[src/sv/pbm_pkg.sv]
package pbm_pkg;

  // Parser phases
  typedef enum logic [3:0] {
    PH_M0       = 4'd0,
    PH_M1       = 4'd1,
    PH_M2       = 4'd2,
    PH_WCHECK   = 4'd3,
    PH_WCOMMENT = 4'd4,
    PH_WSKIP    = 4'd5,
    PH_WDIGITS  = 4'd6,
    PH_HCHECK   = 4'd7,
    PH_HCOMMENT = 4'd8,
    PH_HSKIP    = 4'd9,
    PH_HDIGITS  = 4'd10,
    PH_PIX      = 4'd11,
    PH_PCOMMENT = 4'd12,
    PH_ERR      = 4'd13
  } phase_e;

  typedef enum logic [1:0] {
    KIND_PIXEL  = 2'd0,
    KIND_HEADER = 2'd1,
    KIND_ACCEPT = 2'd2,
    KIND_ERROR  = 2'd3
  } res_kind_e;

  typedef enum logic [2:0] {
    ERR_NONE   = 3'd0,
    ERR_MAGIC  = 3'd1,
    ERR_WIDTH  = 3'd2,
    ERR_HEIGHT = 3'd3,
    ERR_MANY   = 3'd4,
    ERR_FEW    = 3'd5
  } err_code_e;

  typedef logic [12:0] dim_t;

  typedef struct packed {
    res_kind_e kind;
    logic [7:0] pixel;
    dim_t       width;
    dim_t       height;
    err_code_e  err;
    logic       last;
  } res_t;

  // Up to two results per byte go into the result queue together
  typedef struct packed {
    logic [1:0] num;
    res_t       res0;
    res_t       res1;
  } push_t;

  localparam int unsigned RES_DEPTH = 4;

  localparam logic [7:0] CH_P     = 8'h50;
  localparam logic [7:0] CH_ZERO  = 8'h30;
  localparam logic [7:0] CH_ONE   = 8'h31;
  localparam logic [7:0] CH_NINE  = 8'h39;
  localparam logic [7:0] CH_HASH  = 8'h23;
  localparam logic [7:0] CH_SPACE = 8'h20;
  localparam logic [7:0] CH_TAB   = 8'h09;
  localparam logic [7:0] CH_LF    = 8'h0A;
  localparam logic [7:0] CH_CR    = 8'h0D;
  localparam logic [7:0] PIX_ON   = 8'hFF;
  localparam logic [7:0] PIX_OFF  = 8'h00;

  function automatic res_t make_err(input err_code_e code);
    res_t r;
    r = '0;
    r.kind = KIND_ERROR;
    r.err  = code;
    return r;
  endfunction

  function automatic res_t make_hdr(input dim_t w, input dim_t h);
    res_t r;
    r = '0;
    r.kind   = KIND_HEADER;
    r.width  = w;
    r.height = h;
    return r;
  endfunction

  function automatic res_t make_pix(input logic [7:0] v);
    res_t r;
    r = '0;
    r.kind  = KIND_PIXEL;
    r.pixel = v;
    return r;
  endfunction

  function automatic res_t make_accept();
    res_t r;
    r = '0;
    r.kind = KIND_ACCEPT;
    return r;
  endfunction

endpackage

[src/sv/pbm_stream_if.sv]
interface pbm_in_if;
  logic       valid;
  logic       ready;
  logic [7:0] in_byte;
  logic       end_of_file;

  modport source (output valid, output in_byte, output end_of_file, input ready);
  modport sink (input valid, input in_byte, input end_of_file, output ready);
endinterface

interface pbm_out_if;
  logic        valid;
  logic        ready;
  logic [1:0]  result_kind;
  logic [7:0]  pixel_value;
  logic [12:0] image_width;
  logic [12:0] image_height;
  logic [2:0]  error_code;
  logic        run_last;

  modport source (
    output valid, output result_kind, output pixel_value, output image_width,
    output image_height, output error_code, output run_last, input ready
  );
  modport sink (
    input valid, input result_kind, input pixel_value, input image_width,
    input image_height, input error_code, input run_last, output ready
  );
endinterface

[src/sv/pbm_parse.sv]
module pbm_parse #(
  parameter int unsigned MAX_WIDTH  = 4096,
  parameter int unsigned MAX_HEIGHT = 4096
) (
  input  logic              clk_i,
  input  logic              rst_ni,
  input  logic              in_valid_i,
  input  logic [7:0]        in_byte_i,
  input  logic              in_eof_i,
  output logic              in_ready_o,
  input  logic              room_i,
  output pbm_pkg::push_t    push_o
);

  localparam int unsigned WW   = $clog2(MAX_WIDTH + 1);
  localparam int unsigned HW   = $clog2(MAX_HEIGHT + 1);
  localparam int unsigned NW   = (WW > HW) ? WW : HW;
  localparam int unsigned ACCW = NW + 4;
  localparam int unsigned TW   = WW + HW;

  // Input register
  logic       in_vld_q;
  logic [7:0] byte_q;
  logic       eof_q;
  logic       advance;

  pbm_pkg::phase_e phase_q, phase_d, ph1;
  logic [NW-1:0]   accum_q, accum_d, acc1;
  logic [WW-1:0]   width_q, width_d;
  logic [TW-1:0]   total_q, total_d;
  logic [TW-1:0]   count_q, count_d, count1;

  logic [ACCW-1:0] acc_base, acc_next;
  logic            is_dig, is_sp, is_hash, is_lf, is_cr, is_bit;
  logic            gt_w, gt_h, acc1_zero;

  pbm_pkg::err_code_e fail_p, fail_e;
  logic               dig_load, wid_load, hdr_p, pix_p, hdr_e, acc_e;

  pbm_pkg::res_t pa, ea, eb, r0, r1;
  logic          pa_v, ea_v, eb_v;
  logic [1:0]    num;

  assign advance    = in_vld_q && room_i;
  assign in_ready_o = !in_vld_q || advance;

  always_ff @(posedge clk_i or negedge rst_ni) begin
    if (!rst_ni) begin
      in_vld_q <= 1'b0;
    end else if (in_ready_o) begin
      in_vld_q <= in_valid_i;
    end
  end

  always_ff @(posedge clk_i) begin
    if (in_valid_i && in_ready_o) begin
      byte_q <= in_byte_i;
      eof_q  <= in_eof_i;
    end
  end

  // Character classes
  assign is_dig  = (byte_q >= pbm_pkg::CH_ZERO) && (byte_q <= pbm_pkg::CH_NINE);
  assign is_sp   = (byte_q == pbm_pkg::CH_SPACE) ||
                   ((byte_q >= pbm_pkg::CH_TAB) && (byte_q <= pbm_pkg::CH_CR));
  assign is_hash = (byte_q == pbm_pkg::CH_HASH);
  assign is_lf   = (byte_q == pbm_pkg::CH_LF);
  assign is_cr   = (byte_q == pbm_pkg::CH_CR);
  assign is_bit  = (byte_q == pbm_pkg::CH_ZERO) || (byte_q == pbm_pkg::CH_ONE);

  // Decimal accumulate: a first digit starts from zero
  assign acc_base = ((phase_q == pbm_pkg::PH_WDIGITS) || (phase_q == pbm_pkg::PH_HDIGITS)) ?
                    ACCW'(accum_q) : '0;
  assign acc_next = acc_base * ACCW'(10) + ACCW'(byte_q[3:0]);
  assign gt_w     = acc_next > ACCW'(MAX_WIDTH);
  assign gt_h     = acc_next > ACCW'(MAX_HEIGHT);

  assign acc1      = dig_load ? acc_next[NW-1:0] : accum_q;
  assign acc1_zero = (acc1 == '0);
  assign count1    = count_q + TW'(pix_p);

  // Decode and next phase
  always_comb begin
    ph1      = phase_q;
    fail_p   = pbm_pkg::ERR_NONE;
    dig_load = 1'b0;
    wid_load = 1'b0;
    hdr_p    = 1'b0;
    pix_p    = 1'b0;
    unique case (phase_q)
      pbm_pkg::PH_M0: begin
        if (byte_q == pbm_pkg::CH_P) ph1 = pbm_pkg::PH_M1;
        else if (!is_cr) fail_p = pbm_pkg::ERR_MAGIC;
      end
      pbm_pkg::PH_M1: begin
        if (byte_q == pbm_pkg::CH_ONE) ph1 = pbm_pkg::PH_M2;
        else if (!is_cr) fail_p = pbm_pkg::ERR_MAGIC;
      end
      pbm_pkg::PH_M2: begin
        if (is_lf) ph1 = pbm_pkg::PH_WCHECK;
        else if (!is_cr) fail_p = pbm_pkg::ERR_MAGIC;
      end
      pbm_pkg::PH_WCHECK, pbm_pkg::PH_WSKIP: begin
        if (is_hash && (phase_q == pbm_pkg::PH_WCHECK)) begin
          ph1 = pbm_pkg::PH_WCOMMENT;
        end else if (is_sp) begin
          ph1 = pbm_pkg::PH_WSKIP;
        end else if (is_dig) begin
          dig_load = 1'b1;
          ph1      = pbm_pkg::PH_WDIGITS;
          if (gt_w) fail_p = pbm_pkg::ERR_WIDTH;
        end else begin
          fail_p = pbm_pkg::ERR_WIDTH;
        end
      end
      pbm_pkg::PH_WCOMMENT: begin
        if (is_lf) ph1 = pbm_pkg::PH_WCHECK;
      end
      pbm_pkg::PH_WDIGITS: begin
        if (is_dig) begin
          dig_load = 1'b1;
          if (gt_w) fail_p = pbm_pkg::ERR_WIDTH;
        end else if (accum_q == '0) begin
          fail_p = pbm_pkg::ERR_WIDTH;
        end else begin
          // Terminator is reparsed as the first byte before the height
          wid_load = 1'b1;
          if (is_hash) ph1 = pbm_pkg::PH_HCOMMENT;
          else if (is_sp) ph1 = pbm_pkg::PH_HSKIP;
          else fail_p = pbm_pkg::ERR_HEIGHT;
        end
      end
      pbm_pkg::PH_HCHECK, pbm_pkg::PH_HSKIP: begin
        if (is_hash && (phase_q == pbm_pkg::PH_HCHECK)) begin
          ph1 = pbm_pkg::PH_HCOMMENT;
        end else if (is_sp) begin
          ph1 = pbm_pkg::PH_HSKIP;
        end else if (is_dig) begin
          dig_load = 1'b1;
          ph1      = pbm_pkg::PH_HDIGITS;
          if (gt_h) fail_p = pbm_pkg::ERR_HEIGHT;
        end else begin
          fail_p = pbm_pkg::ERR_HEIGHT;
        end
      end
      pbm_pkg::PH_HCOMMENT: begin
        if (is_lf) ph1 = pbm_pkg::PH_HCHECK;
      end
      pbm_pkg::PH_HDIGITS: begin
        if (is_dig) begin
          dig_load = 1'b1;
          if (gt_h) fail_p = pbm_pkg::ERR_HEIGHT;
        end else if (accum_q == '0) begin
          fail_p = pbm_pkg::ERR_HEIGHT;
        end else begin
          // Header done; terminator is reparsed as pixel data
          hdr_p = 1'b1;
          ph1   = is_hash ? pbm_pkg::PH_PCOMMENT : pbm_pkg::PH_PIX;
        end
      end
      pbm_pkg::PH_PIX: begin
        if (is_hash) begin
          ph1 = pbm_pkg::PH_PCOMMENT;
        end else if (is_bit) begin
          if (count_q >= total_q) fail_p = pbm_pkg::ERR_MANY;
          else pix_p = 1'b1;
        end
      end
      pbm_pkg::PH_PCOMMENT: begin
        if (is_lf) ph1 = pbm_pkg::PH_PIX;
      end
      default: ;
    endcase
    if (fail_p != pbm_pkg::ERR_NONE) ph1 = pbm_pkg::PH_ERR;

    // End of file, judged on the phase this byte reaches
    fail_e = pbm_pkg::ERR_NONE;
    hdr_e  = 1'b0;
    acc_e  = 1'b0;
    if (eof_q) begin
      unique case (ph1) inside
        pbm_pkg::PH_M0, pbm_pkg::PH_M1: fail_e = pbm_pkg::ERR_MAGIC;
        pbm_pkg::PH_M2, pbm_pkg::PH_WCHECK, pbm_pkg::PH_WCOMMENT, pbm_pkg::PH_WSKIP:
          fail_e = pbm_pkg::ERR_WIDTH;
        pbm_pkg::PH_WDIGITS:
          fail_e = acc1_zero ? pbm_pkg::ERR_WIDTH : pbm_pkg::ERR_HEIGHT;
        pbm_pkg::PH_HCHECK, pbm_pkg::PH_HCOMMENT, pbm_pkg::PH_HSKIP:
          fail_e = pbm_pkg::ERR_HEIGHT;
        pbm_pkg::PH_HDIGITS: begin
          // A complete height still yields the header, but no pixel can follow
          if (acc1_zero) begin
            fail_e = pbm_pkg::ERR_HEIGHT;
          end else begin
            hdr_e  = 1'b1;
            fail_e = pbm_pkg::ERR_FEW;
          end
        end
        pbm_pkg::PH_PIX, pbm_pkg::PH_PCOMMENT: begin
          if (hdr_p || (count1 != total_q)) fail_e = pbm_pkg::ERR_FEW;
          else acc_e = 1'b1;
        end
        default: ;
      endcase
    end
    phase_d = eof_q ? pbm_pkg::PH_M0 : ph1;
  end

  // Result assembly
  always_comb begin
    pa   = '0;
    pa_v = 1'b1;
    if (fail_p != pbm_pkg::ERR_NONE) begin
      pa = pbm_pkg::make_err(fail_p);
    end else if (hdr_p) begin
      pa = pbm_pkg::make_hdr(pbm_pkg::dim_t'(width_q), pbm_pkg::dim_t'(acc1));
    end else if (pix_p) begin
      pa = pbm_pkg::make_pix((byte_q == pbm_pkg::CH_ONE) ? pbm_pkg::PIX_ON
                                                         : pbm_pkg::PIX_OFF);
    end else begin
      pa_v = 1'b0;
    end

    ea   = '0;
    ea_v = 1'b1;
    if (hdr_e) begin
      ea = pbm_pkg::make_hdr(pbm_pkg::dim_t'(width_q), pbm_pkg::dim_t'(acc1));
    end else if (fail_e != pbm_pkg::ERR_NONE) begin
      ea = pbm_pkg::make_err(fail_e);
    end else if (acc_e) begin
      ea = pbm_pkg::make_accept();
    end else begin
      ea_v = 1'b0;
    end

    eb   = pbm_pkg::make_err(pbm_pkg::ERR_FEW);
    eb_v = hdr_e;

    r0  = pa_v ? pa : ea;
    r1  = pa_v ? ea : eb;
    num = 2'(pa_v) + 2'(ea_v) + 2'(eb_v);
    if (num == 2'd1) r0.last = 1'b1;
    if (num == 2'd2) r1.last = 1'b1;

    push_o.num  = advance ? num : 2'd0;
    push_o.res0 = r0;
    push_o.res1 = r1;
  end

  // Running state
  always_comb begin
    if (eof_q) begin
      accum_d = '0;
      width_d = '0;
      total_d = '0;
      count_d = '0;
    end else begin
      accum_d = acc1;
      width_d = wid_load ? accum_q[WW-1:0] : width_q;
      total_d = hdr_p ? (TW'(width_q) * TW'(accum_q[HW-1:0])) : total_q;
      count_d = hdr_p ? '0 : count1;
    end
  end

  always_ff @(posedge clk_i or negedge rst_ni) begin
    if (!rst_ni) begin
      phase_q <= pbm_pkg::PH_M0;
      accum_q <= '0;
      width_q <= '0;
      total_q <= '0;
      count_q <= '0;
    end else if (advance) begin
      phase_q <= phase_d;
      accum_q <= accum_d;
      width_q <= width_d;
      total_q <= total_d;
      count_q <= count_d;
    end
  end

endmodule

[src/sv/pbm_res_fifo.sv]
module pbm_res_fifo (
  input  logic           clk_i,
  input  logic           rst_ni,
  input  pbm_pkg::push_t push_i,
  output logic           room_o,
  output logic           valid_o,
  input  logic           ready_i,
  output pbm_pkg::res_t  head_o
);

  localparam int unsigned PTRW = $clog2(pbm_pkg::RES_DEPTH);
  localparam int unsigned CNTW = $clog2(pbm_pkg::RES_DEPTH + 1);

  pbm_pkg::res_t   mem_q [pbm_pkg::RES_DEPTH];
  logic [PTRW-1:0] wr_ptr_q, wr_ptr_d, rd_ptr_q, rd_ptr_d;
  logic [CNTW-1:0] cnt_q, cnt_d;
  logic            pop;

  assign valid_o = (cnt_q != '0);
  assign head_o  = mem_q[rd_ptr_q];
  assign pop     = valid_o && ready_i;
  // Room for a full pair of results, ignoring a same-cycle pop
  assign room_o  = cnt_q <= CNTW'(pbm_pkg::RES_DEPTH - 2);

  assign wr_ptr_d = wr_ptr_q + PTRW'(push_i.num);
  assign rd_ptr_d = rd_ptr_q + PTRW'(pop);
  assign cnt_d    = cnt_q + CNTW'(push_i.num) - CNTW'(pop);

  always_ff @(posedge clk_i or negedge rst_ni) begin
    if (!rst_ni) begin
      wr_ptr_q <= '0;
      rd_ptr_q <= '0;
      cnt_q    <= '0;
    end else begin
      wr_ptr_q <= wr_ptr_d;
      rd_ptr_q <= rd_ptr_d;
      cnt_q    <= cnt_d;
    end
  end

  always_ff @(posedge clk_i) begin
    if (push_i.num != 2'd0) begin
      mem_q[wr_ptr_q] <= push_i.res0;
    end
    if (push_i.num == 2'd2) begin
      mem_q[wr_ptr_q + PTRW'(1)] <= push_i.res1;
    end
  end

endmodule

[src/sv/pbm_ascii_bitmap_parser.sv]
// Plain PBM (P1) parser: takes the file text one byte per transfer on in_i,
// with end_of_file set on the last byte, and delivers on out_o the header
// dimensions once, one 0/255 pixel per '0'/'1' of the raster, then either a
// file-accepted result or an error (bad magic, width, height, too many or too
// few pixels); after an error the remaining bytes up to end of file are
// dropped, and every end-of-file byte returns the parser to its start state.
// The parse stage takes one byte per cycle while the queue has room; a byte
// is registered, then its results are written to the queue that feeds out_o.
// A byte can produce two results (header plus error, or a result plus the
// end-of-file verdict); these drain through a four-entry result queue at one
// per cycle while out_o is ready; the input stalls only when that queue lacks
// room for two. run_last marks the last result a byte produces. MAX_WIDTH and
// MAX_HEIGHT bound the accepted dimensions; pixel counting uses one registered
// width-times-height product taken when the header completes.
module pbm_ascii_bitmap_parser #(
  parameter int unsigned MAX_WIDTH  = 4096,
  parameter int unsigned MAX_HEIGHT = 4096
) (
  input  logic      clk_i,
  input  logic      rst_ni,
  pbm_in_if.sink    in_i,
  pbm_out_if.source out_o
);

  pbm_pkg::push_t push;
  pbm_pkg::res_t  head;
  logic           room;

  // Parse stage: input register, header/pixel state machine, result build
  pbm_parse #(
    .MAX_WIDTH  (MAX_WIDTH),
    .MAX_HEIGHT (MAX_HEIGHT)
  ) u_parse (
    .clk_i      (clk_i),
    .rst_ni     (rst_ni),
    .in_valid_i (in_i.valid),
    .in_byte_i  (in_i.in_byte),
    .in_eof_i   (in_i.end_of_file),
    .in_ready_o (in_i.ready),
    .room_i     (room),
    .push_o     (push)
  );

  // Result queue: decouples the output handshake from parsing
  pbm_res_fifo u_res_fifo (
    .clk_i   (clk_i),
    .rst_ni  (rst_ni),
    .push_i  (push),
    .room_o  (room),
    .valid_o (out_o.valid),
    .ready_i (out_o.ready),
    .head_o  (head)
  );

  assign out_o.result_kind  = head.kind;
  assign out_o.pixel_value  = head.pixel;
  assign out_o.image_width  = head.width;
  assign out_o.image_height = head.height;
  assign out_o.error_code   = head.err;
  assign out_o.run_last     = head.last;

endmodule

[src/flat_wrapper.sv]
// flat-port wrapper written by rule: the top's interface ports become plain ports
module pbm_ascii_bitmap_parser_flat 
#(
  parameter int unsigned MAX_WIDTH  = 4096,
  parameter int unsigned MAX_HEIGHT = 4096
)
  (clk_i, rst_ni, in_i_valid, in_i_in_byte, in_i_end_of_file, in_i_ready, out_o_valid, out_o_result_kind, out_o_pixel_value, out_o_image_width, out_o_image_height, out_o_error_code, out_o_run_last, out_o_ready);
  pbm_in_if in_i_i ();
  pbm_out_if out_o_i ();
  input  logic clk_i;
  input  logic rst_ni;
  input wire logic [$bits(in_i_i.valid)-1:0] in_i_valid;
  input wire logic [$bits(in_i_i.in_byte)-1:0] in_i_in_byte;
  input wire logic [$bits(in_i_i.end_of_file)-1:0] in_i_end_of_file;
  output wire logic [$bits(in_i_i.ready)-1:0] in_i_ready;
  output wire logic [$bits(out_o_i.valid)-1:0] out_o_valid;
  output wire logic [$bits(out_o_i.result_kind)-1:0] out_o_result_kind;
  output wire logic [$bits(out_o_i.pixel_value)-1:0] out_o_pixel_value;
  output wire logic [$bits(out_o_i.image_width)-1:0] out_o_image_width;
  output wire logic [$bits(out_o_i.image_height)-1:0] out_o_image_height;
  output wire logic [$bits(out_o_i.error_code)-1:0] out_o_error_code;
  output wire logic [$bits(out_o_i.run_last)-1:0] out_o_run_last;
  input wire logic [$bits(out_o_i.ready)-1:0] out_o_ready;
  assign in_i_i.valid = in_i_valid;
  assign in_i_i.in_byte = in_i_in_byte;
  assign in_i_i.end_of_file = in_i_end_of_file;
  assign in_i_ready = in_i_i.ready;
  assign out_o_valid = out_o_i.valid;
  assign out_o_result_kind = out_o_i.result_kind;
  assign out_o_pixel_value = out_o_i.pixel_value;
  assign out_o_image_width = out_o_i.image_width;
  assign out_o_image_height = out_o_i.image_height;
  assign out_o_error_code = out_o_i.error_code;
  assign out_o_run_last = out_o_i.run_last;
  assign out_o_i.ready = out_o_ready;
  pbm_ascii_bitmap_parser #(.MAX_WIDTH(MAX_WIDTH), .MAX_HEIGHT(MAX_HEIGHT)) u_core (.clk_i(clk_i), .rst_ni(rst_ni), .in_i(in_i_i), .out_o(out_o_i));
endmodule
[config.mk]
export PLATFORM = sky130hd
export DESIGN_NAME = pbm_ascii_bitmap_parser_flat
export DESIGN_NICKNAME = d
export VERILOG_FILES = /design/src/sv/pbm_pkg.sv /design/src/sv/pbm_stream_if.sv /design/src/sv/pbm_parse.sv /design/src/sv/pbm_res_fifo.sv /design/src/sv/pbm_ascii_bitmap_parser.sv /design/src/flat_wrapper.sv
export SDC_FILE = /design/constraint.sdc
export NUM_CORES = 1
export LEC_CHECK = 0
export BUFFER_PORTS_ARGS = -buffer_cell sky130_fd_sc_hd__clkbuf_2
export CELL_PAD_IN_SITES_DETAIL_PLACEMENT = 0
export CELL_PAD_IN_SITES_GLOBAL_PLACEMENT = 1
export CORE_MARGIN = 1
export CORE_UTILIZATION = 46
export CTS_CLUSTER_SIZE = 20
export DETAILED_ROUTE_END_ITERATION = 16
export HOLD_SLACK_MARGIN = 0.05
export PLACE_DENSITY_LB_ADDON = 0.1
export RECOVER_POWER = 50
export SLEW_MARGIN = 30
export SYNTH_ARGS = -nofsm -noshare
export SYNTH_HDL_FRONTEND = slang
export SYNTH_SLANG_ARGS = --single-unit
[constraint.sdc]
create_clock -name clk_i -period 7.2 [get_ports clk_i]
set_input_delay 1.08 -clock clk_i [delete_from_list [all_inputs] [get_ports clk_i]]
set_output_delay 1.08 -clock clk_i [all_outputs]
set_load 0.05 [all_outputs]
==> results.py, run 1 <==
metrics = {
    "run_status": {
        "status": "finished, violations left",
        "violations": "max-capacitance violations, max-slew violations",
    },
    "yosys": {
        "ys_async_sr_fraction_pct": 39.0,
        "synth_top_cells_by_count": "nand2_1 (236), inv_1 (193), edfxtp_1 (137)",
        "synth_top_area_cell": "edfxtp_1",
        "synth_fp_nets": 2271,
        "synth_seq_cells": 231,
        "avgSynthCellArea_um2": 9.67,
        "synth_most_common_cell": "nand2_1",
        "yosys_warnings": 0,
        "yosys-top-cells-area": "edfxtp_1 (21%), fa_1 (13%), dfrtp_1 (12%), ha_1 (8.1%), nand2_1 (4.6%)",
        "post_synth_num_cell_types": 91,
        "synth_ff_type": "edfxtp_1",
        "synth_edf_count": 137,
        "netlist_instances": 2009,
        "post-synth-top-area-fraction_pct": 21.2,
        "yosysSeqAreaShare_pct": 33.2,
        "syn_area_mm2": 0.0194,
    },
    "clocking": {
        "clock-sinks": 231,
        "clock_latency_ps": 560,
        "cts_setup_buffers": 0,
        "cts_buffers": 27,
        "cts_tree": "yes",
        "root_buffer": "clkbuf_16",
        "cts_buffer_depth": 3,
        "clk_pin_slew_ps": 60,
        "htreeDepth": 1,
    },
    "routing": {
        "via_count": 15056,
        "route.detailed.wl_per_inst_um": 21.2,
        "detail_route.drc_violations": 0,
        "first_pass_iters": 5,
        "dr.first_iter.drc_count": 877,
        "ant_nets": 0,
        "via_per_inst": 5.85,
        "finalWirelength_mm": 54.6,
    },
    "run": {
        "cap_viol_max_count": 3,
    },
    "placed_design": {
        "place_ws_ps": 336,
        "place.detailed.hpwl_mm": 39.8,
        "place_congestion": 0.903,
        "port_buffers": 54,
        "place_area_mm2": 0.0203,
    },
    "global_routing": {
        "grt_usage_pct": 25.8,
        "grt_pass1_vias": 15300,
        "antenna_found_initial": 0,
        "overflow": 0,
        "grt_max_degree": 48,
        "grt_pass1_wl_mm": 87.5,
    },
    "timing": {
        "final-setup-viol-count": 0,
        "tightestPinTransition_ps": 3010,
        "finalHoldViolCount": 0,
        "relSlewSlack_pct": -101,
        "layout_setup_ws_ps": 341,
        "period_share_pct": 95.3,
        "max_freq_mhz": 146,
        "finClkSkew_ps": 18.5,
        "maxSlewViolCount": 128,
        "fin_crit_ps": 6860,
    },
    "setup_path": {
        "path_buf_inv": 0,
        "critPathRequiredTime_ps": 7490,
        "cp.arrival_ps": 7150,
        "critPathSlowestCell": "nor4b_2",
        "crit_family": "simple AND/OR/NAND/NOR gates",
        "critPathMaxFanout": 10,
        "path_cells": "ha_1 -> a21o_1 -> a21o_1 -> a21o_1 -> a41oi_1 -> a31oi_1 -> nor4_2 -> ha_1 -> ha_1 -> and4_1 -> nand3_1 -> nor4b_2 -> xnor2_1 -> or4_1 -> nor4b_2 -> nand2_1 -> a22oi_1 -> o221ai_1 -> a21oi_1 -> o22ai_1",
        "crit_path_start_kind": "register",
        "crit_type": "register to register",
        "critPathCaptureType": "register",
        "max_stage_delay_ps": 610,
    },
    "layout": {
        "antenna_cells": 0,
        "fin_area_mm2": 0.0211,
        "area_delta_synth_final_pct": 8.89,
        "nNetsFinal": 2284,
        "drive_above_1_share_pct": 10.0,
    },
    "worst_hold_path": {
        "hold_class": "register to register",
    },
    "floorplan": {
        "fp-row-count": 74,
        "die_w_um": 207,
        "coreArea_mm2": 0.0412,
        "die-area_mm2": 0.0430,
        "fp.dieH_um": 207,
        "initial_core_util_pct": 47.1,
        "ios": 55,
    },
    "power": {
        "power_density_mw_per_mm2": 250,
        "power.leakage_nw": 9.43,
        "peakVddDrop_uv": 236,
    },
}
layout by cell type (no fill, tap or decap), drive strengths merged, types with 8 or more instances in the layout:
cell     synthesis  routed
a211oi          10      10
a21o            14      14
a21oi           56      56
a22o            21      21
a22oi            8       8
a31oi           15      15
and2           102     102
and3            48      48
and4            11      11
buf             40      52
clkbuf          84      93
clkinv           0       8
dfrtp           90      90
edfxtp         137     137
fa             124     124
ha             125     125
inv            193     194
mux2i            8       8
mux4            33      33
nand2          237     237
nand2b          30      30
nand3           39      39
nand4           25      25
nor2           129     129
nor2b           12      12
nor3            30      30
nor4            13      13
o2111ai          8       8
o21a             8       8
o21ai          108     108
o22ai           20      20
o31ai           16      16
or2              9       9
or3             15      15
xnor2           51      51
xor2            29      29
power by group:
| part | leakage (nW) | switching [mW] | internal [mW] | total (mW) |
|---|---|---|---|---|
| clock network | 0.431 | 0.559 | 0.820 | 1.38 |
| logic | 6.43 | 1.53 | 0.657 | 2.19 |
| registers | 2.57 | 0.0963 | 1.62 | 1.72 |
| total | 9.43 | 2.19 | 3.10 | 5.29 |
registers in the layout, summed over array words and instances (netlist names):
name and flops:
u_core.u_parse.count_q 26, u_core.u_parse.total_q 26, u_core.u_parse.eof_q 1, u_core.u_res_fifo.mem_q 132, u_core.u_parse.byte_q 8, u_core.u_res_fifo.rd_ptr_q 2
u_core.u_parse.in_vld_q 1, u_core.u_parse.phase_q 4, u_core.u_parse.accum_q 13, u_core.u_parse.width_q 13, u_core.u_res_fifo.wr_ptr_q 2, u_core.u_res_fifo.cnt_q 3
kinds of logic after synthesis:
family / count (synthesis) / share of synthesized area, %
AOI/OAI and AO/OA: 354 / 12.3
xor gates and xnor gates: 80 / 3.61
adders and majority gates: 249 / 20.8
buffers and inverters: 317 / 6.52
DFF: 231 / 33.2
muxes: 41 / 4.24
and+or+nand+nor: 737 / 19.3
final cells by class:
type | count | area, um^2
Fill cell | 3836 | 20100
Multi-Input combinational cell | 1461 | 11700
Sequential cell | 231 | 6450
Clock buffer | 37 | 733
Inverter | 193 | 724
Timing Repair Buffer | 108 | 711
Tap cell | 532 | 666
Clock inverter | 13 | 151
what timing repair did:
| action | CTS | global route |
|---|---|---|
| gates resized for setup | 0 | 2 |
| hold buffers | 0 | 0 |
| endpoints found under the setup margin | 0 | 83 |
layer usage:
metal  vias to the layer above  track usage, %  share of wire [%]
met5                         -               0                  0
met4                         0            5.51                1.7
met3                        63            2.28                3.6
met2                       339            45.9                 51
met1                      7632            34.2                 44
li1                       7022               -                  -
path summary, 6_finish.rpt:
check                                                                 start                                          end  slack, ps  cells after the start
worst max-delay path                 u_core.u_parse.count_q[11]$_DFFE_PN0P_      u_core.u_res_fifo.mem_q[1][1]$_DFFE_PP_        340                     20
max in group asynchronous                                            rst_ni      u_core.u_res_fifo.rd_ptr_q[0]$_DFF_PN0_       2040                      2
worst min register to register  u_core.u_res_fifo.mem_q[1][36]$_SDFFE_PP0N_  u_core.u_res_fifo.mem_q[1][36]$_SDFFE_PP0N_        480                      2
worst max register to register       u_core.u_parse.count_q[11]$_DFFE_PN0P_      u_core.u_res_fifo.mem_q[1][1]$_DFFE_PP_        340                     20
worst min-delay path            u_core.u_res_fifo.mem_q[1][36]$_SDFFE_PP0N_  u_core.u_res_fifo.mem_q[1][36]$_SDFFE_PP0N_        480                      2
min in group asynchronous                                            rst_ni       u_core.u_parse.count_q[12]$_DFFE_PN0P_       1310                      1
tightest hold or removal path, delay by kind of cell (launching register included):
| kind | cells | cell delay, ps |
|---|---|---|
| AOI/OAI and AO/OA | 1 | 60 |
| and+or+nand+nor | 1 | 50 |
| DFF | 1 | 310 |
per-stage QoR:
stage / std cells / util (%) / hold WS (ps) / TNS (ps) / power, mW
2_1_floorplan: 2009 / - / 438 / 0 / 3.26
3_3_place_gp: 2525 / 49.2 / 458 / 0 / 3.92
3_5_place_dp: 2525 / 49.2 / 467 / 0 / 3.93
5_1_grt: 2575 / 51.3 / 506 / -31.5 / 5.54
4_1_cts: 2575 / 51.3 / 479 / 0 / 5.32
6_report: 2575 / 51.3 / 475 / 0 / 5.29
Note: power is estimated with default switching activity, not from simulation.
==> run 2, diff against run 1 <==
--- a/config.mk
+++ b/config.mk
@@ -8,8 +8,10 @@
 export BUFFER_PORTS_ARGS = -buffer_cell sky130_fd_sc_hd__clkbuf_2
 export CELL_PAD_IN_SITES_DETAIL_PLACEMENT = 0
 export CELL_PAD_IN_SITES_GLOBAL_PLACEMENT = 1
+export CORE_ASPECT_RATIO = 0.75
 export CORE_MARGIN = 1
-export CORE_UTILIZATION = 46
+export CORE_UTILIZATION = 47
+export CTS_BUF_LIST = sky130_fd_sc_hd__clkbuf_4
 export CTS_CLUSTER_SIZE = 20
 export DETAILED_ROUTE_END_ITERATION = 16
 export HOLD_SLACK_MARGIN = 0.05
==> results.py, run 2 (synthesis results as in run 1) <==
metrics = {
    "timing": {
        "finClkSkew_ps": 84.3,
        "tightestPinTransition_ps": 3110,
        "maxSlewViolCount": 128,
        "final-setup-viol-count": 0,
        "fin_crit_ps": 6800,
        "rsz0062_at_grt": "false",
        "finalHoldViolCount": 0,
        "max_freq_mhz": 147,
        "fin_setup_tns_ps": 0,
        "relSlewSlack_pct": -108,
        "period_share_pct": 94.5,
    },
    "setup_path": {
        "cp.arrival_ps": 7280,
        "crit_type": "register to register",
        "crit_path_start_kind": "register",
        "startpoint": "u_core.u_parse.phase_q[0]$_DFFE_PN0P_",
        "rr_endpoint": "u_core.u_res_fifo.mem_q[3][6]$_DFFE_PP_",
        "r2r_cells": 19,
        "cp-endpoint": "u_core.u_res_fifo.mem_q[3][6]$_DFFE_PP_",
        "r2r_start": "u_core.u_parse.phase_q[0]$_DFFE_PN0P_",
        "critPathRequiredTime_ps": 7670,
        "critPathCaptureType": "register",
        "r2r_slack_ps": 400,
        "critPathMaxFanout": 13,
    },
    "routing": {
        "via_per_inst": 5.88,
        "ant_nets": 0,
        "dr.first_iter.drc_count": 1493,
        "detail_route.drc_violations": 0,
        "via_count": 15493,
        "finalWirelength_mm": 55.1,
        "first_pass_iters": 5,
        "route.detailed.wl_per_inst_um": 20.9,
    },
    "layout": {
        "layout_commonest_cell": "nand2_1",
        "final_cell_mix": "nand2_1 (235), inv_1 (193), edfxtp_1 (137)",
        "top_register": "u_core.u_res_fifo.mem_q",
        "largest_register_ffs": 132,
        "drive_above_1_share_pct": 10.9,
        "nNetsFinal": 2317,
        "area_delta_synth_final_pct": 8.24,
        "reg.largest.list": "u_core.u_res_fifo.mem_q x132, u_core.u_parse.count_q x26, u_core.u_parse.total_q x26",
        "fin_area_mm2": 0.0210,
    },
    "power": {
        "peakVddDrop_uv": 201,
        "power_density_mw_per_mm2": 244,
        "power.leakage_nw": 9.36,
    },
    "placed_design": {
        "port_buffers": 54,
        "place.detailed.hpwl_mm": 40.3,
        "place_congestion": 0.910,
        "place_area_mm2": 0.0202,
    },
    "clocking": {
        "clock_latency_ps": 810,
        "cts_setup_buffers": 0,
        "cts_hold_buffers": 0,
        "clock-sinks": 231,
        "cts_buffer_depth": 3,
        "cts_buffers": 60,
        "cts_tree": "yes",
        "htreeDepth": 2,
        "clk_pin_slew_ps": 70,
        "root_buffer": "clkbuf_4",
    },
    "floorplan": {
        "die_w_um": 237,
        "die-area_mm2": 0.0421,
        "fp-row-count": 64,
        "initial_core_util_pct": 47.6,
        "fp.dieH_um": 178,
        "coreArea_mm2": 0.0408,
        "ios": 55,
    },
    "global_routing": {
        "grt_max_degree": 52,
        "antenna_found_initial": 2,
        "grt_pass1_wl_mm": 87.1,
        "grt_usage_pct": 26.8,
        "overflow": 0,
        "grt_pass1_vias": 15005,
    },
    "worst_hold_path": {
        "hold_depth": 1,
        "hold_start": "in_i_end_of_file",
        "hold_class": "input port to register",
    },
    "run_status": {
        "status": "finished, violations left",
        "violations": "max-capacitance violations, max-slew violations",
    },
    "run": {
        "cap_viol_max_count": 3,
    },
}
-- run 2: changes by cell type in the layout (fill, tap and decap cells not counted), moves of 4 or more --
cell,before,now
clkbuf_4,0,88
clkbuf_2,48,12
clkbuf_1,16,48
clkbuf_16,27,0
clkinv_1,2,14
and2_0,3,7
and2_1,99,95
-- run 2: power by group --
part           total, mW  switching, mW  internal, mW  leakage, nW
combinational       2.17           1.55         0.614         6.30
clock               1.24          0.598         0.641        0.492
sequential          1.72         0.0944          1.62         2.57
-- run 2: worst min-delay path by stage --
| stage | endpoint | slack [ps] |
|---|---|---|
| 2_1_floorplan | u_core.u_res_fifo.mem_q[2][36]$_SDFFE_PP0N_ | 440 |
| 3_5_place_dp | u_core.u_res_fifo.mem_q[2][36]$_SDFFE_PP0N_ | 460 |
| 3_3_place_gp | u_core.u_res_fifo.mem_q[2][36]$_SDFFE_PP0N_ | 460 |
| 6_report | u_core.u_parse.eof_q$_DFFE_PP_ | 450 |
| 4_1_cts | u_core.u_parse.count_q[24]$_DFFE_PN0P_ | 200 |
| 5_1_grt | u_core.u_parse.byte_q[7]$_DFFE_PP_ | 400 |
-- run 2: repair_timing --
action | 4_1_cts | 5_1_grt
pin swaps | 0 | 0
gates resized for setup | 1 | 7
setup endpoints to repair | 8 | 169
-- run 2: metal layers --
metal / part of all wire [%] / GRT usage [%] / wire length, um / vias up
li1: - / - / - / 7149
met2: 42 / 37.8 / 23100 / 479
met3: 7.4 / 5.62 / 4060 / 59
met4: 1.3 / 6.11 / 729 / 0
met5: 0 / 0 / 0 / -
met1: 49 / 41.5 / 27200 / 7806
-- run 2: through the flow --
stage	setup slack (ps)	util, %	std cells	power (mW)	hold WS [ps]
after floorplan	30.1	-	2009	3.26	438
after global placement	212	49.7	2521	3.91	456
after detailed placement	32.3	49.7	2521	3.91	456
after CTS	151	51.7	2634	5.18	202
after global routing	38.1	51.6	2635	5.40	396
final	396	51.6	2635	5.12	451
-- run 2: area by class of cell --
type                    count  area (um^2)
inverters                 193          724
diodes                      1         2.50
clock buffers              88          661
flip-flops and latches    231         6450
clock inverters            25          169
multi-input cells        1461        11700
fillers                  3810        19700
well taps                 528          661
repair buffers            108          626
-- run 2: critical path: stages (launching register included) --
cell and delay, ps:
dfrtp_1 400, nor2b_2 280, buf_4 230, and3_1 200
ha_1 240, ha_1 370, a21oi_1 320, o31ai_2 180
a311oi_1 460, o21ai_0 250, a211o_1 350, a2111oi_2 350
o22ai_1 190, o31ai_4 320, and3b_1 290, fa_1 530
o21ai_1 450, or2_2 350, nand2b_1 610, nor2_1 90
